===== src/mbpf_pkg.sv =====
// Shared types and constants for the monochrome bitmap to page framebuffer block.
// Holds the panel geometry, the register reset values, the item mode codes and
// the command and status bundles between the controller and the datapath.
package mbpf_pkg;

    localparam int PANEL_WIDTH  = 128;
    localparam int PANEL_PAGES  = 8;
    localparam int PANEL_HEIGHT = 64;

    localparam int STORE_CELLS  = PANEL_WIDTH * PANEL_PAGES;
    localparam int ADDR_W       = $clog2(STORE_CELLS);
    localparam int CELL_W       = 8;

    localparam int CFG_W        = 8;
    localparam int S_TDATA_W    = 24;
    localparam int M_TDATA_W    = 8;

    localparam logic [7:0] WIDTH_RESET  = 8'd128;
    localparam logic [7:0] HEIGHT_RESET = 8'd64;
    localparam logic [7:0] XOFF_RESET   = 8'd0;
    localparam logic [6:0] YOFF_RESET   = 7'd0;

    typedef enum logic [1:0] {
        MODE_CLEAR = 2'd0,
        MODE_IMAGE = 2'd1,
        MODE_READ  = 2'd2,
        MODE_NONE  = 2'd3
    } mode_t;

    typedef enum logic [1:0] {
        REG_WIDTH  = 2'd0,
        REG_HEIGHT = 2'd1,
        REG_XOFF   = 2'd2,
        REG_YOFF   = 2'd3
    } cfg_reg_t;

    typedef struct packed {
        logic load;
        logic sweep;
        logic pixel;
        logic emit;
    } dp_cmd_t;

    typedef struct packed {
        logic sweep_last;
        logic pixel_stop;
        logic out_free;
    } dp_status_t;

endpackage


===== src/mbpf_ctrl.sv =====
// Controller state machine: sequences the clearing sweep, up to eight pixel
// steps of an image beat, the store read and the result hand-off.
// Depends on mbpf_pkg.
module mbpf_ctrl (
    input  logic                 aclk,
    input  logic                 aresetn,
    input  logic                 s_tvalid,
    output logic                 s_tready,
    input  mbpf_pkg::mode_t      s_mode,
    output mbpf_pkg::dp_cmd_t    cmd,
    input  mbpf_pkg::dp_status_t status
);
    import mbpf_pkg::*;

    typedef enum logic [4:0] {
        S_SWEEP = 5'b00001,
        S_IDLE  = 5'b00010,
        S_PIXEL = 5'b00100,
        S_FLUSH = 5'b01000,
        S_DONE  = 5'b10000
    } ctl_state_t;

    ctl_state_t state_reg, state_next;
    logic       clr_resp_reg, clr_resp_next;
    logic       accept;

    assign s_tready = (state_reg == S_IDLE);
    assign accept   = s_tvalid && s_tready;

    always_comb begin
        state_next    = state_reg;
        clr_resp_next = clr_resp_reg;
        cmd           = '0;
        unique case (state_reg)
            S_SWEEP: begin
                cmd.sweep = 1'b1;
                if (status.sweep_last) begin
                    state_next    = clr_resp_reg ? S_DONE : S_IDLE;
                    clr_resp_next = 1'b0;
                end
            end
            S_IDLE: begin
                if (accept) begin
                    cmd.load = 1'b1;
                    unique case (s_mode)
                        MODE_CLEAR: begin
                            state_next    = S_SWEEP;
                            clr_resp_next = 1'b1;
                        end
                        MODE_IMAGE: state_next = S_PIXEL;
                        MODE_READ:  state_next = S_FLUSH;
                        default:    state_next = S_DONE;
                    endcase
                end
            end
            S_PIXEL: begin
                cmd.pixel = 1'b1;
                if (status.pixel_stop) begin
                    state_next = S_FLUSH;
                end
            end
            S_FLUSH: begin
                state_next = S_DONE;
            end
            S_DONE: begin
                if (status.out_free) begin
                    cmd.emit   = 1'b1;
                    state_next = S_IDLE;
                end
            end
            default: begin
                state_next = S_IDLE;
            end
        endcase
    end

    always_ff @(posedge aclk) begin
        if (!aresetn) begin
            state_reg    <= S_SWEEP;
            clr_resp_reg <= 1'b0;
        end else begin
            state_reg    <= state_next;
            clr_resp_reg <= clr_resp_next;
        end
    end

endmodule


===== config.mk =====
export PLATFORM = sky130hd
export DESIGN_NAME = mbpf_ctrl
export DESIGN_NICKNAME = d
export VERILOG_FILES = /design/src/mbpf_pkg.sv /design/src/mbpf_ctrl.sv
export SDC_FILE = /design/constraint.sdc
export NUM_CORES = 1
export LEC_CHECK = 0
export BUFFER_PORTS_ARGS = -buffer_cell sky130_fd_sc_hd__buf_2
export CAP_MARGIN = 20
export CORE_AREA = 3 3 40 42
export DETAILED_ROUTE_END_ITERATION = 8
export DIE_AREA = 0 0 43 45
export REMOVE_ABC_BUFFERS = 1
export SETUP_SLACK_MARGIN = 0.3
export SYNTH_ARGS = -nofsm -noshare
export SYNTH_HDL_FRONTEND = slang
export SYNTH_SLANG_ARGS = --single-unit

===== constraint.sdc =====
create_clock -name aclk -period 1.6 [get_ports aclk]
set_clock_uncertainty 0.15 [all_clocks]
set_input_delay 0.08 -clock aclk [delete_from_list [all_inputs] [get_ports aclk]]
set_output_delay 0.08 -clock aclk [all_outputs]
set_load 0.01 [all_outputs]

# Yosys cells after proc, flatten, opt, wreduce, memory -nomap -nowiden
# Index checks and enable logic that the tools add are counted.
# word_totals
ff_bits	6
# classes
eq_ne	12
n_mux	17
reduce_logical	5
# ops
operator	count
two-way mux 5 bit	5
one-hot mux 5 bit (5 select lines)	1
one-hot mux 5 bit (3 select lines)	1
two-way mux 1 bit	9
AND reduction 4 bit	2
inequality test 2 bit, second input constant	3
== test 5 x 1 -> 1 bit, second input constant	1
== test 5 x 2 -> 1 bit, second input constant	1
== test 5 x 3 -> 1 bit, second input constant	1
== test 5 x 4 -> 1 bit, second input constant	1
== test 5 bit, second input constant	1
inequality test 2 x 1 -> 1 bit, second input constant	2
== test 2 x 1 -> 1 bit, second input constant	1
== test 2 bit, second input constant	1
logical NOT 2 bit	1
one-hot mux 1 bit (2 select lines)	1
nonzero test 2 bit	1
logical AND 1 bit	1

# Longest topological paths before layout
# depth
depth_word	4
ltp_mapped	7

# Least setup slack after synthesis
# Ideal clock, no wire load.
# synth_path
kind	register to register
start	register state_reg[3]
end	register state_reg[1]
t_arrival_ns	1.195
required_ns	1.334
path_slack_ns	0.139
stages_incl_launch_ff	6
path_buffers	0
synth_period_minus_slack_ns	1.461
cell_sequence	dfxtp_1 > and2b_2 > nor3_1 > o41ai_2 > o221ai_2 > o211a_1
# synth_between
elab_chain_cells	4
elab_cells_between_ends	12
classes_between	eq/ne: 9; mux: 1; reduce/logical: 2
# synth_rtl
item	line_no	text
start, declared	mbpf_ctrl.sv:23	ctl_state_t state_reg, state_next;
start signal, assigned	mbpf_ctrl.sv:82	state_reg <= state_next;
== test 5 x 2 -> 1 bit	mbpf_ctrl.sv:27, mbpf_ctrl.sv:34	
logical AND 1 bit	mbpf_ctrl.sv:28	assign accept = s_tvalid && s_tready;
inequality test 2 x 1 -> 1 bit (no source line)	--	
AND reduction 4 bit (no source line)	--	
# Several ways; a longest one is shown, not always the timed one.
# A chain may end at the register's enable or synchronous reset.

# Final worst setup path
# layout_path
start	register state_reg[0]
end	register state_reg[1]
# The elaborated chain is that of the path after synthesis.

==> metrics <==
post-synthesis cell count 51; highest clock rate between 600 and 700 MHz; Chip Height 45 um; gr ovfl total 0; CTS tree built; share of the yosys chip area belonging to registers between 20 and 30%; Worst IR Drop VDD 574 uV; CP max-delay cell dfxtp_4; largest net degree at the start of global routing 10; Root Driver clkbuf_4; Worst Hold Class in -> reg; cell-internal power 361 uW; via count 498; synth-to-layout area growth 69.4%; io pins 13; YS warnings 0; Starting Density roughly a third; crit share post-route between 90% and 100%; Die ar. 1940 um2; Clk pwr share approximately a quarter; max FFs per register 5; Pleak between 0.3 and 0.4 nW; Max FO, Critical Path 4; Max stage delay on crit path 0.36 ns; CP Launch Type flop; critical path endpoint category flop; clk_lat worst skew 0.24 ns; status complete, no violations; first-pass GRT wire length 1970 um; layout cells sized above 1 61.8%; Sw Share 31.6%; crit-path cells nor2_4 > and2b_1 > o41ai_4 > o221ai_2 > o211a_1; final design utilization 55.6%; drt total wl 1250 um; Residual DRC 0; Yosys top cell area share about 28%; Nets 86; post-synth cell types 28; Most used DFF post-synth dfxtp_1; clock-pin slew on the worst setup and hold paths 0.04 ns; Ant. Diodes 0; Worst Path Required 1.57 ns; top cells by area, synth dfxtp_1 (28%), o211a_1 (4.7%), nand2_1 (4.5%); area leader, netlist dfxtp_1; synthesized area per cell 8.27 um2; most numerous cell in the Yosys netlist dfxtp_1; Fill cells about 130; Slew HR about 80%; final instance area 714 um2; worst slew pin tran 0.302 ns; Via density 5.47; Final GP Congestion 0.724; sw power 167 uW; average wire per standard cell 13.8 um; Crit Path Class reg -> reg; top cells by count, synth dfxtp_1 (6), nand2_1 (5), nor2_1 (5); # setup viols final 0; RSZ-0062 raised after global routing true; area of the multi-input gates 354 um2; final slew viol count 0; Cell Area, Placed ~500 um2; H-tree depth 1; cts bufs inserted 3; gr usage total 13.8%; R2R setup slack 0.03 ns; num rows 13; vias in the first global route 463; FF+latch count, synth 6; Critical Path AT 1.55 ns; number of flops mapped to enable cells by yosys 0; DRT antenna net count 0; MaxCap Viol Count 0; post-DP HPWL 774 um; Seq pwr share between 30% and 40%; Die Wd 43 um; Sequential Area 134 um2; CTS max path bufs 2; Comb pwr share 39.7%; min cycle time layout 1.57 ns; Core Footprint 1280 um2; CP Buf/Inv Count 0; initial antenna violation count 0; power density over the cells 738 nW/um2; PortBufs 12; Final Hold Fails 0; drt pass-1 iters 4; Iter 0 DRT Violations 7; Setup TNS Final 0 ns; async set-reset flop share out of synthesis 0%; Syn Std Cell Area 422 um2; Sink Count 6; Top delay family on crit path compound AO/OA/AOI/OAI gates
-- through the flow --
step,worst slack (ns),instances,total power [mW],hold WS (ns)
after CTS,0.0405,88,0.506,0.0217
final,0.0269,91,0.527,0.0461
after global placement,0.0476,79,0.307,0.201
after floorplan,0.130,50,0.261,0.0189
after detailed placement,-0.0235,79,0.310,0.197
after global routing,-0.0296,91,0.567,0.0628
-- cell usage in the layout, fill, tap and decap left out, types with 2 or more instances in the layout --
master	netlist	routed
dfxtp_4	0	3
nor3_2	1	3
nor2b_1	2	2
and2b_1	2	2
nor2_1	5	3
o211a_1	2	2
buf_6	1	5
dfxtp_2	0	2
o21ai_2	0	2
nand2_1	5	4
nor3b_2	0	2
clkbuf_4	0	3
and4_1	2	2
buf_4	0	6
dlygate4sd3_1	0	2
buf_2	0	10
-- kinds of logic after synthesis --
kind of cell           Yosys count  share of synthesized area, %
AO/OA/AOI/OAI                   13                          25.5
buffers and inverters            4                          5.34
flip-flops                       6                          28.5
AND/OR/NAND/NOR                 28                          40.7
-- power groups by stage --
stage          clock (mW)  combinational, mW  sequential [mW]
2_1_floorplan           0             0.0870            0.174
3_3_place_gp            0              0.130            0.177
3_5_place_dp            0              0.133            0.177
4_1_cts             0.141              0.181            0.183
5_1_grt             0.153              0.228            0.186
6_report            0.134              0.209            0.184
-- area by class of cell --
| class | count | share of cell area [%] |
|---|---|---|
| multi-input combinational | 41 | 49.6 |
| inverter | 3 | 1.93 |
| sequential | 6 | 18.7 |
| timing repair buffer | 23 | 24.0 |
| tap | 15 | 2.63 |
| clock buffer | 3 | 3.15 |
-- final timing paths --
kind	startpoint	end	cells past startpoint
max	state_reg[0]	state_reg[1]	5
max reg2reg	state_reg[0]	state_reg[1]	5
min reg2reg	clr_resp_reg	clr_resp_reg	2
min	s_mode[1]	state_reg[0]	4
-- metal layers --
metal / track usage [%] / up-vias / routed length, um
li1: - / 241 / -
met1: 14.5 / 237 / 494
met2: 26.6 / 18 / 694
met3: 5.18 / 2 / 56
met4: 1.81 / 0 / 6
met5: 0 / - / 0
-- tightest hold or removal path, cell delays in order --
cell and delay (ns):
buf_2 0.12, nor3_2 0.05, nand2_1 0.05, o211ai_1 0.08
-- timing repair --
| action | CTS | global route |
|---|---|---|
| setup buffers | 4 | 3 |
| hold endpoints to repair | 6 | 0 |
| resized for setup | 22 | 9 |
| hold buffers | 2 | 0 |
| setup endpoints to repair | 11 | 11 |
| pin swaps | 9 | 5 |
No activity file was read; power rests on OpenSTA's default activity.
